**src/design/ufmt_pkg.sv**
```systemverilog
package ufmt_pkg;

    localparam int VALUE_W    = 64;
    localparam int RADIX_W    = 4;
    localparam int CNT_W      = 7;
    localparam int FLAG_W     = 3;
    localparam int CHAR_W     = 8;
    localparam int DIGIT_W    = 4;
    localparam int NUM_DIGITS = 64;
    localparam int DIGITS_W   = NUM_DIGITS * DIGIT_W;
    localparam int BIT_CNT_W  = $clog2(VALUE_W);
    localparam int QUEUE_DEPTH = 2;
    localparam int QPTR_W     = $clog2(QUEUE_DEPTH);

    localparam logic [CNT_W-1:0]   MAX_FIELD = 7'd64;
    localparam logic [RADIX_W-1:0] RADIX_MIN = 4'd2;
    localparam logic [RADIX_W-1:0] RADIX_MAX = 4'd10;
    localparam logic [RADIX_W-1:0] RADIX_OCT = 4'd8;
    localparam logic [CHAR_W-1:0]  CH_ZERO   = 8'h30;
    localparam logic [CHAR_W-1:0]  CH_SPACE  = 8'h20;

    // flag bit positions
    localparam int FLAG_ALT  = 0;
    localparam int FLAG_ZPAD = 1;
    localparam int FLAG_LEFT = 2;

    typedef struct packed {
        logic [VALUE_W-1:0] value;
        logic [RADIX_W-1:0] radix;
        logic [CNT_W-1:0]   field_width;
        logic [CNT_W-1:0]   precision;
        logic [FLAG_W-1:0]  flag_bits;
    } cmd_t;

    typedef struct packed {
        logic [CHAR_W-1:0] character;
        logic              last;
    } res_t;

    // one formatted run: region boundaries and digits, most significant on top
    typedef struct packed {
        logic [CNT_W-1:0]    pad_end;
        logic [CNT_W-1:0]    zero_end;
        logic [CNT_W-1:0]    digit_end;
        logic [CNT_W-1:0]    total;
        logic [DIGITS_W-1:0] digits;
    } job_t;

    typedef enum logic [1:0] {
        F_IDLE,
        F_CONV,
        F_PUSH
    } front_state_t;

    typedef enum logic {
        B_IDLE,
        B_RUN
    } back_state_t;

endpackage

```
**src/design/ufmt_digits.sv**
```systemverilog
module ufmt_digits (
    input  logic                          clk,
    input  logic                          rst_n,
    input  logic                          clear,
    input  logic                          shift_en,
    input  logic                          bit_in,
    input  logic [ufmt_pkg::RADIX_W-1:0]  radix,
    output logic [ufmt_pkg::DIGITS_W-1:0] digits,
    output logic [ufmt_pkg::CNT_W-1:0]    len
);
    import ufmt_pkg::*;

    localparam int LEVELS = $clog2(NUM_DIGITS);

    logic [DIGIT_W-1:0]    cell_reg [NUM_DIGITS];
    logic [DIGIT_W-1:0]    cell_next [NUM_DIGITS];
    logic [DIGIT_W:0]      sum [NUM_DIGITS];
    logic [CNT_W-1:0]      len_reg, len_next;
    logic [NUM_DIGITS-1:0] gen, prop, carry, cin_vec;
    logic [NUM_DIGITS-1:0] g_lvl [LEVELS+1];
    logic [NUM_DIGITS-1:0] p_lvl [LEVELS+1];
    logic [LEVELS-1:0]     top_idx;

    // Each cell doubles its base-r digit and adds the carry from below.
    // Carries resolve through a prefix tree: generate when 2d >= r,
    // propagate when 2d + 1 == r.
    always_comb
    begin
        for (int i = 0; i < NUM_DIGITS; i++)
        begin
            gen[i]  = {cell_reg[i], 1'b0} >= {1'b0, radix};
            prop[i] = {cell_reg[i], 1'b1} == {1'b0, radix};
        end
        g_lvl[0] = gen;
        p_lvl[0] = prop;
        for (int l = 0; l < LEVELS; l++)
        begin
            for (int i = 0; i < NUM_DIGITS; i++)
            begin
                if (i >= (1 << l))
                begin
                    g_lvl[l+1][i] = g_lvl[l][i] | (p_lvl[l][i] & g_lvl[l][i-(1<<l)]);
                    p_lvl[l+1][i] = p_lvl[l][i] & p_lvl[l][i-(1<<l)];
                end
                else
                begin
                    g_lvl[l+1][i] = g_lvl[l][i];
                    p_lvl[l+1][i] = p_lvl[l][i];
                end
            end
        end
        carry   = g_lvl[LEVELS] | (p_lvl[LEVELS] & {NUM_DIGITS{bit_in}});
        cin_vec = {carry[NUM_DIGITS-2:0], bit_in};
        for (int i = 0; i < NUM_DIGITS; i++)
        begin
            sum[i]       = {cell_reg[i], cin_vec[i]};
            cell_next[i] = carry[i] ? DIGIT_W'(sum[i] - {1'b0, radix})
                                    : DIGIT_W'(sum[i]);
        end
    end

    // a new top digit can only appear by a carry out of the current top one
    assign top_idx = LEVELS'(len_reg - 1'b1);

    always_comb
    begin
        len_next = len_reg;
        if (clear)
            len_next = CNT_W'(1);
        else if (shift_en && len_reg != CNT_W'(NUM_DIGITS) && carry[top_idx])
            len_next = len_reg + 1'b1;
    end

    always_ff @(posedge clk or negedge rst_n)
    begin
        if (!rst_n)
            len_reg <= CNT_W'(1);
        else
            len_reg <= len_next;
    end

    always_ff @(posedge clk)
    begin
        for (int i = 0; i < NUM_DIGITS; i++)
        begin
            if (clear)
                cell_reg[i] <= '0;
            else if (shift_en)
                cell_reg[i] <= cell_next[i];
        end
    end

    always_comb
    begin
        for (int i = 0; i < NUM_DIGITS; i++)
            digits[i*DIGIT_W +: DIGIT_W] = cell_reg[i];
    end

    assign len = len_reg;

endmodule

```
**src/design/ufmt_front.sv**
```systemverilog
module ufmt_front (
    input  logic                 clk,
    input  logic                 rst_n,
    input  logic                 start,
    output logic                 busy,
    input  ufmt_pkg::cmd_t       cmd,
    output ufmt_pkg::job_t       job,
    output logic                 push,
    input  logic                 full
);
    import ufmt_pkg::*;

    front_state_t          state_reg, state_next;
    logic [VALUE_W-1:0]    value_reg;
    logic [RADIX_W-1:0]    radix_reg;
    logic [CNT_W-1:0]      fw_reg, pr_reg;
    logic [FLAG_W-1:0]     flags_reg;
    logic                  nz_reg;
    logic [BIT_CNT_W-1:0]  bit_cnt_reg, bit_cnt_next;
    logic                  accept, shift_en, conv_done;
    logic [DIGITS_W-1:0]   digits;
    logic [CNT_W-1:0]      len;
    logic [CNT_W-1:0]      mx0, mx, mn, total, gap, lead, zeros, zero_end;
    logic [BIT_CNT_W-1:0]  align;
    logic                  oct_bump, zp;

    assign accept    = start && !busy;
    assign conv_done = bit_cnt_reg == BIT_CNT_W'(VALUE_W - 1);

    always_comb
    begin
        state_next = state_reg;
        unique case (state_reg)
            F_IDLE:  if (start) state_next = F_CONV;
            F_CONV:  if (conv_done) state_next = F_PUSH;
            F_PUSH:  if (!full) state_next = F_IDLE;
            default: state_next = F_IDLE;
        endcase
    end

    always_comb
    begin
        busy     = 1'b1;
        shift_en = 1'b0;
        push     = 1'b0;
        unique case (state_reg)
            F_IDLE:  busy = 1'b0;
            F_CONV:  shift_en = 1'b1;
            F_PUSH:  push = !full;
            default: busy = 1'b1;
        endcase
    end

    assign bit_cnt_next = accept ? '0 : (shift_en ? bit_cnt_reg + 1'b1 : bit_cnt_reg);

    always_ff @(posedge clk or negedge rst_n)
    begin
        if (!rst_n)
        begin
            state_reg   <= F_IDLE;
            bit_cnt_reg <= '0;
        end
        else
        begin
            state_reg   <= state_next;
            bit_cnt_reg <= bit_cnt_next;
        end
    end

    always_ff @(posedge clk)
    begin
        if (accept)
        begin
            value_reg <= cmd.value;
            if (cmd.radix < RADIX_MIN)
                radix_reg <= RADIX_MIN;
            else if (cmd.radix > RADIX_MAX)
                radix_reg <= RADIX_MAX;
            else
                radix_reg <= cmd.radix;
            fw_reg    <= (cmd.field_width > MAX_FIELD) ? MAX_FIELD : cmd.field_width;
            pr_reg    <= (cmd.precision > MAX_FIELD) ? MAX_FIELD : cmd.precision;
            flags_reg <= cmd.flag_bits;
            nz_reg    <= cmd.value != '0;
        end
        else if (shift_en)
        begin
            value_reg <= {value_reg[VALUE_W-2:0], 1'b0};
        end
    end

    ufmt_digits u_digits (
        .clk      (clk),
        .rst_n    (rst_n),
        .clear    (accept),
        .shift_en (shift_en),
        .bit_in   (value_reg[VALUE_W-1]),
        .radix    (radix_reg),
        .digits   (digits),
        .len      (len)
    );

    // run layout: lead spaces | zeros | digits | trailing spaces
    always_comb
    begin
        mx0      = (pr_reg > len) ? pr_reg : len;
        oct_bump = flags_reg[FLAG_ALT] && radix_reg == RADIX_OCT && mx0 == len && nz_reg;
        mx       = mx0 + CNT_W'(oct_bump);
        mn       = (fw_reg > len) ? fw_reg : len;
        total    = (mx > mn) ? mx : mn;
        zp       = flags_reg[FLAG_ZPAD] && pr_reg == '0;
        gap      = (mn > mx) ? mn - mx : '0;
        lead     = (!zp && !flags_reg[FLAG_LEFT]) ? gap : '0;
        zeros    = zp ? total - len : mx - len;
        zero_end = lead + zeros;
        align    = BIT_CNT_W'(CNT_W'(NUM_DIGITS) - len);

        job.pad_end   = lead;
        job.zero_end  = zero_end;
        job.digit_end = zero_end + len;
        job.total     = total;
        job.digits    = digits << {align, 2'b00};
    end

endmodule

```
**src/design/ufmt_queue.sv**
```systemverilog
module ufmt_queue (
    input  logic           clk,
    input  logic           rst_n,
    input  logic           push,
    input  ufmt_pkg::job_t wr_job,
    output logic           full,
    input  logic           pop,
    output ufmt_pkg::job_t rd_job,
    output logic           empty
);
    import ufmt_pkg::*;

    job_t                 entry_reg [QUEUE_DEPTH];
    logic [QPTR_W-1:0]    wr_ptr_reg, rd_ptr_reg;
    logic [QPTR_W:0]      count_reg, count_next;

    assign full   = count_reg == (QPTR_W+1)'(QUEUE_DEPTH);
    assign empty  = count_reg == '0;
    assign rd_job = entry_reg[rd_ptr_reg];

    always_comb
    begin
        count_next = count_reg;
        if (push && !pop)
            count_next = count_reg + 1'b1;
        else if (pop && !push)
            count_next = count_reg - 1'b1;
    end

    always_ff @(posedge clk or negedge rst_n)
    begin
        if (!rst_n)
        begin
            wr_ptr_reg <= '0;
            rd_ptr_reg <= '0;
            count_reg  <= '0;
        end
        else
        begin
            if (push)
                wr_ptr_reg <= QPTR_W'((wr_ptr_reg + 1'b1) % QUEUE_DEPTH);
            if (pop)
                rd_ptr_reg <= QPTR_W'((rd_ptr_reg + 1'b1) % QUEUE_DEPTH);
            count_reg <= count_next;
        end
    end

    always_ff @(posedge clk)
    begin
        if (push)
            entry_reg[wr_ptr_reg] <= wr_job;
    end

endmodule

```
**src/design/ufmt_back.sv**
```systemverilog
module ufmt_back (
    input  logic           clk,
    input  logic           rst_n,
    input  ufmt_pkg::job_t job,
    input  logic           empty,
    output logic           pop,
    output ufmt_pkg::res_t res,
    output logic           res_strobe
);
    import ufmt_pkg::*;

    back_state_t          state_reg, state_next;
    logic [CNT_W-1:0]     idx_reg, idx_next;
    logic [CNT_W-1:0]     pad_end_reg, zero_end_reg, digit_end_reg, total_reg;
    logic [DIGITS_W-1:0]  digits_reg;
    res_t                 res_reg, res_next;
    logic                 strobe_reg, strobe_next;
    logic                 emit, in_digits, is_last;
    logic [DIGIT_W-1:0]   top_digit;

    assign is_last = (idx_reg + 1'b1) == total_reg;

    always_comb
    begin
        state_next = state_reg;
        unique case (state_reg)
            B_IDLE:  if (!empty) state_next = B_RUN;
            B_RUN:   if (is_last) state_next = B_IDLE;
            default: state_next = B_IDLE;
        endcase
    end

    always_comb
    begin
        pop  = 1'b0;
        emit = 1'b0;
        unique case (state_reg)
            B_IDLE:  pop = !empty;
            B_RUN:   emit = 1'b1;
            default: pop = 1'b0;
        endcase
    end

    assign top_digit = digits_reg[DIGITS_W-1 -: DIGIT_W];
    assign in_digits = idx_reg >= zero_end_reg && idx_reg < digit_end_reg;

    always_comb
    begin
        if (idx_reg < pad_end_reg)
            res_next.character = CH_SPACE;
        else if (idx_reg < zero_end_reg)
            res_next.character = CH_ZERO;
        else if (in_digits)
            res_next.character = CH_ZERO + CHAR_W'(top_digit);
        else
            res_next.character = CH_SPACE;
        res_next.last = is_last;
        strobe_next   = emit;
        idx_next      = pop ? '0 : (emit ? idx_reg + 1'b1 : idx_reg);
    end

    always_ff @(posedge clk or negedge rst_n)
    begin
        if (!rst_n)
        begin
            state_reg  <= B_IDLE;
            idx_reg    <= '0;
            strobe_reg <= 1'b0;
        end
        else
        begin
            state_reg  <= state_next;
            idx_reg    <= idx_next;
            strobe_reg <= strobe_next;
        end
    end

    always_ff @(posedge clk)
    begin
        res_reg <= res_next;
        if (pop)
        begin
            pad_end_reg   <= job.pad_end;
            zero_end_reg  <= job.zero_end;
            digit_end_reg <= job.digit_end;
            total_reg     <= job.total;
            digits_reg    <= job.digits;
        end
        else if (emit && in_digits)
        begin
            digits_reg <= {digits_reg[DIGITS_W-DIGIT_W-1:0], {DIGIT_W{1'b0}}};
        end
    end

    assign res        = res_reg;
    assign res_strobe = strobe_reg;

endmodule

```
**src/design/unsigned_integer_text_formatter_core.sv**
```systemverilog
// Channel   | Ports                 | Handshake
// ----------+-----------------------+------------------------------------------
// command   | start, busy, cmd      | item taken on clk edge with start && !busy
// result    | res_strobe, res       | one character per strobe cycle, no stall
//
// Conversion shifts the 64-bit value in one bit per cycle through a row of
// base-r digit cells, then hands the run to the queue, waiting while it is
// full. The emitter loads a run and then sends one character per cycle,
// 1 to 64 per item. A two-entry queue lets conversion of the next item
// overlap emission.
// Reset clears all control state; no clearing pass is needed.
module unsigned_integer_text_formatter_core (
    input  logic           clk,
    input  logic           rst_n,
    input  logic           start,
    output logic           busy,
    input  ufmt_pkg::cmd_t cmd,
    output logic           res_strobe,
    output ufmt_pkg::res_t res
);
    import ufmt_pkg::*;

    job_t front_job, head_job;
    logic push, full, pop, empty;

    ufmt_front u_front (
        .clk   (clk),
        .rst_n (rst_n),
        .start (start),
        .busy  (busy),
        .cmd   (cmd),
        .job   (front_job),
        .push  (push),
        .full  (full)
    );

    ufmt_queue u_queue (
        .clk    (clk),
        .rst_n  (rst_n),
        .push   (push),
        .wr_job (front_job),
        .full   (full),
        .pop    (pop),
        .rd_job (head_job),
        .empty  (empty)
    );

    ufmt_back u_back (
        .clk        (clk),
        .rst_n      (rst_n),
        .job        (head_job),
        .empty      (empty),
        .pop        (pop),
        .res        (res),
        .res_strobe (res_strobe)
    );

endmodule

```
**config.mk**
```make
export PLATFORM = sky130hd
export DESIGN_NAME = unsigned_integer_text_formatter_core
export DESIGN_NICKNAME = d
export VERILOG_FILES = /design/src/design/ufmt_pkg.sv /design/src/design/ufmt_digits.sv /design/src/design/ufmt_front.sv /design/src/design/ufmt_queue.sv /design/src/design/ufmt_back.sv /design/src/design/unsigned_integer_text_formatter_core.sv
export SDC_FILE = /design/constraint.sdc
export NUM_CORES = 2
export LEC_CHECK = 0
export ABC_AREA = 0
export BUFFER_PORTS_ARGS = -buffer_cell sky130_fd_sc_hd__buf_2
export CAP_MARGIN = 0
export CORE_ASPECT_RATIO = 1.2
export CORE_MARGIN = 5
export CORE_UTILIZATION = 50
export DETAILED_ROUTE_END_ITERATION = 10
export PLACE_DENSITY = 0.66
export RECOVER_POWER = 50
export REMOVE_ABC_BUFFERS = 1
export SYNTH_ARGS = -nofsm -noshare
export SYNTH_HDL_FRONTEND = slang
export SYNTH_SLANG_ARGS = --single-unit
```
**constraint.sdc**
```tcl
create_clock -name clk -period 31.5 [get_ports clk]
set_input_delay 9.45 -clock clk [delete_from_list [all_inputs] [get_ports clk]]
set_output_delay 9.45 -clock clk [all_outputs]
set_load 0.1 [all_outputs]
```
==> out/results.tsv <==
stage	metric	value	unit
cells_and_area	Largest register FFs	568	
floorplanning	die height	440	um
synthesis	area share of the largest cell type after synthesis	0.465	
synthesis	Primary FF master, synth	edfxtp_1	
route	via count	60100	
cells_and_area	commonest non-fill, non-tap cell in the layout	edfxtp_1	
route	Routed Antenna Nets	0	
hold_path	Hold Path Stages	1	
cells_and_area	Final Instance Count excl. Fillers	9438	
synthesis	Area contributors post-synth	edfxtp_1, mux2i_1, nand2_1	
route	DRC	0	
global_routing	antenna violations before repair	9	
synthesis	asr flop ratio synth	0.0228	
setup_path	worst reg-to-reg path cell count	6	
synthesis	Seq/Total Area, Yosys	0.475	
setup_path	crit end category	register	
route	Iter 0 DRT Violations	6732	
sta	final hold violations	0	
route	Wirelength per Cell	26.3	um
synthesis	Synth area leader	edfxtp_1	
floorplanning	Starting Density	0.501	
placement	post-DP HPWL	176000	um
placement	Placement Cell Area	79500	sq um
synthesis	Syn Inst Count	7429	
floorplanning	# IOs	99	
setup_path	Arrival @ worst endpoint	17.81	ns
floorplanning	# rows	158	
setup_path	Data required, critical path	32.08	ns
hold_path	hold path endpoint	u_back.res[3]$_SDFF_PP0_	
synthesis	Synth cell types	108	
sta	unrepaired setup endpoints after global routing	no	
global_routing	vias in the first global route	58100	
sta	Slew @ Worst Pin	9.03	ns
global_routing	GR Overflow Total	0	
setup_path	reg-to-reg setup timing slack	14.27	ns
route	DR pass1 iterations	8	
cells_and_area	share of layout cells above drive strength 1	0.0923	
sta	setup_tns	0	ns
floorplanning	die width	369	um
setup_path	CP Class	reg2reg	
outcome	outcome	finished, violations left	
route	DRT Wirelength	248000	um
sta	fin worst setup slack	14.27	ns
job	Max Cap Viol	28	
placement	Final Wtd Congestion	1.06	
clock_tree	post-CTS setup buffers	0	
synthesis	post-synthesis instance area	77200	sq um
placement	dpl ws	18.71	ns
clock_tree	H-tree depth	4	
clock_tree	clk slew on worst S/H paths	0.06	ns
sta	headroom to the max-slew limit	-5.02	
cells_and_area	Final nets	7803	
sta	Final Slew Violations	1838	
route	Vias/cell	6.37	
clock_tree	Root Driver	clkbuf_16	
sta	Worst Skew	0.0540	ns
outcome	failing checks	max-capacitance violations, max-slew violations	
setup_path	r2r startpoint	u_queue.rd_ptr_reg$_DFFE_PN0P_	
hold_path	HP Start	u_back.digits_reg[254]$_DFFE_PP_	
cells_and_area	most frequent cells in the layout	edfxtp_1, nand2_1, nor2_1	
setup_path	CP Launch Type	register	
setup_path	Critical R2R Capture	u_back.digits_reg[127]$_DFFE_PP_	
placement	DP Cell Count	9188	
placement	Port Buf Inserts	95	
sta	fmax	58.0	MHz
clock_tree	CTS tree	yes	
sta	Tmin final	17.23	ns
global_routing	total track usage	0.301	
synthesis	#FFs+latches synth	1228	
global_routing	wire length of the first global-routing pass	370000	um
floorplanning	core area	154000	sq um
setup_path	CP Max Fanout	120	
floorplanning	die area	162000	sq um
clock_tree	clk_lat worst skew	0.82	ns
sta	period utilization	0.547	
sta	Setup-failing EPs final	0	
hold_path	Worst Hold Class	reg2reg	
cells_and_area	Layout area overhead	8.23	%
synthesis	synthesized area per cell	10.4	sq um
synthesis	YS warnings	0	
clock_tree	CTS Hold Bufs	0	
global_routing	largest net degree at the start of global routing	141	
clock_tree	clk buf depth	3	
cells_and_area	post-route cell area	83500	sq um
clock_tree	# resized after CTS	0	
clock_tree	clock buffer count from CTS	135	
synthesis	number of synthesized flops with an enable pin	1194	
clock_tree	clock sink total	1228	
[logic make-up (layout without fill, tap and decap cells)]
group,Yosys count,count (layout),synth area share
compound gates,1764,1764,0.142
flops,1228,1228,0.475
simple gates,2480,2480,0.137
buf+inv,696,698,0.0351
mux,680,680,0.118
fa+ha+maj,389,389,0.0697
xor+xnor,190,190,0.0216
other cells,2,9,0.0000973
[layer usage]
metal	GRT usage	up-vias	wire, um
met2	0.471	2790	111000
met4	0.172	2	17700
li1	-	27200	-
met3	0.0690	688	22800
met5	0	-	11
met1	0.387	29500	96900
[through the flow]
stage | utilization | hold slack, ns
final | 0.542 | 0.455
after global routing | 0.542 | 0.484
after CTS | 0.544 | 0.467
after detailed placement | 0.516 | 0.438
after global placement | 0.516 | 0.465
after floorplan | - | 0.420
[critical path, cell delays in order (launching register included)]
cell,delay (ns)
dfrtp_1,1.26
clkbuf_1,2.48
clkbuf_1,2.68
clkbuf_1,2.64
clkbuf_1,6.46
mux2i_1,0.49
o21ai_0,0.58
[synthesized netlist by cell type, drive strengths merged (89+ instances only)]
cell	n
a21oi	581
a211oi	269
inv	239
edfxtp	1194
buf	89
o21ai	464
nor2	802
clkbuf	365
nand3	117
ha	321
nand2	1098
a21o	141
xnor2	104
mux4	180
mux2i	448
nor3	111
[layout make-up]
type                       instances  area, sq um
antenna                            6         15.0
clock buffer                     168         3580
clock inverter                    75          689
fill                           13400        70500
inverter                         242          918
multi-input combinational       5506        37900
sequential                      1228        36700
tap                             2000         2500
timing repair buffer             213         1260
[worst max path at each step]
stage / cells past startpoint / endpoint / slack, ns / start
detailed placement: 7 / u_front.u_digits.cell_reg[6][5]$_SDFFCE_PN0P_ / 18.71 / start
floorplan: 2 / u_back.digits_reg[0]$_SDFFCE_PN0P_ / -59.16 / u_queue.count_reg[0]$_DFFE_PN0P_
CTS: 7 / u_front.u_digits.cell_reg[5][30]$_SDFFCE_PN0P_ / 19.59 / start
finish: 6 / u_back.digits_reg[127]$_DFFE_PP_ / 14.27 / u_queue.rd_ptr_reg$_DFFE_PN0P_
global route: 6 / u_back.digits_reg[255]$_DFFE_PP_ / 13.12 / u_queue.rd_ptr_reg$_DFFE_PN0P_
global placement: 7 / u_front.u_digits.cell_reg[6][10]$_SDFFCE_PN0P_ / 18.75 / start
Power is left out: the tool's default activity adds up to more than one toggle a clock period on the data nets, which glitch-free logic cannot reach.
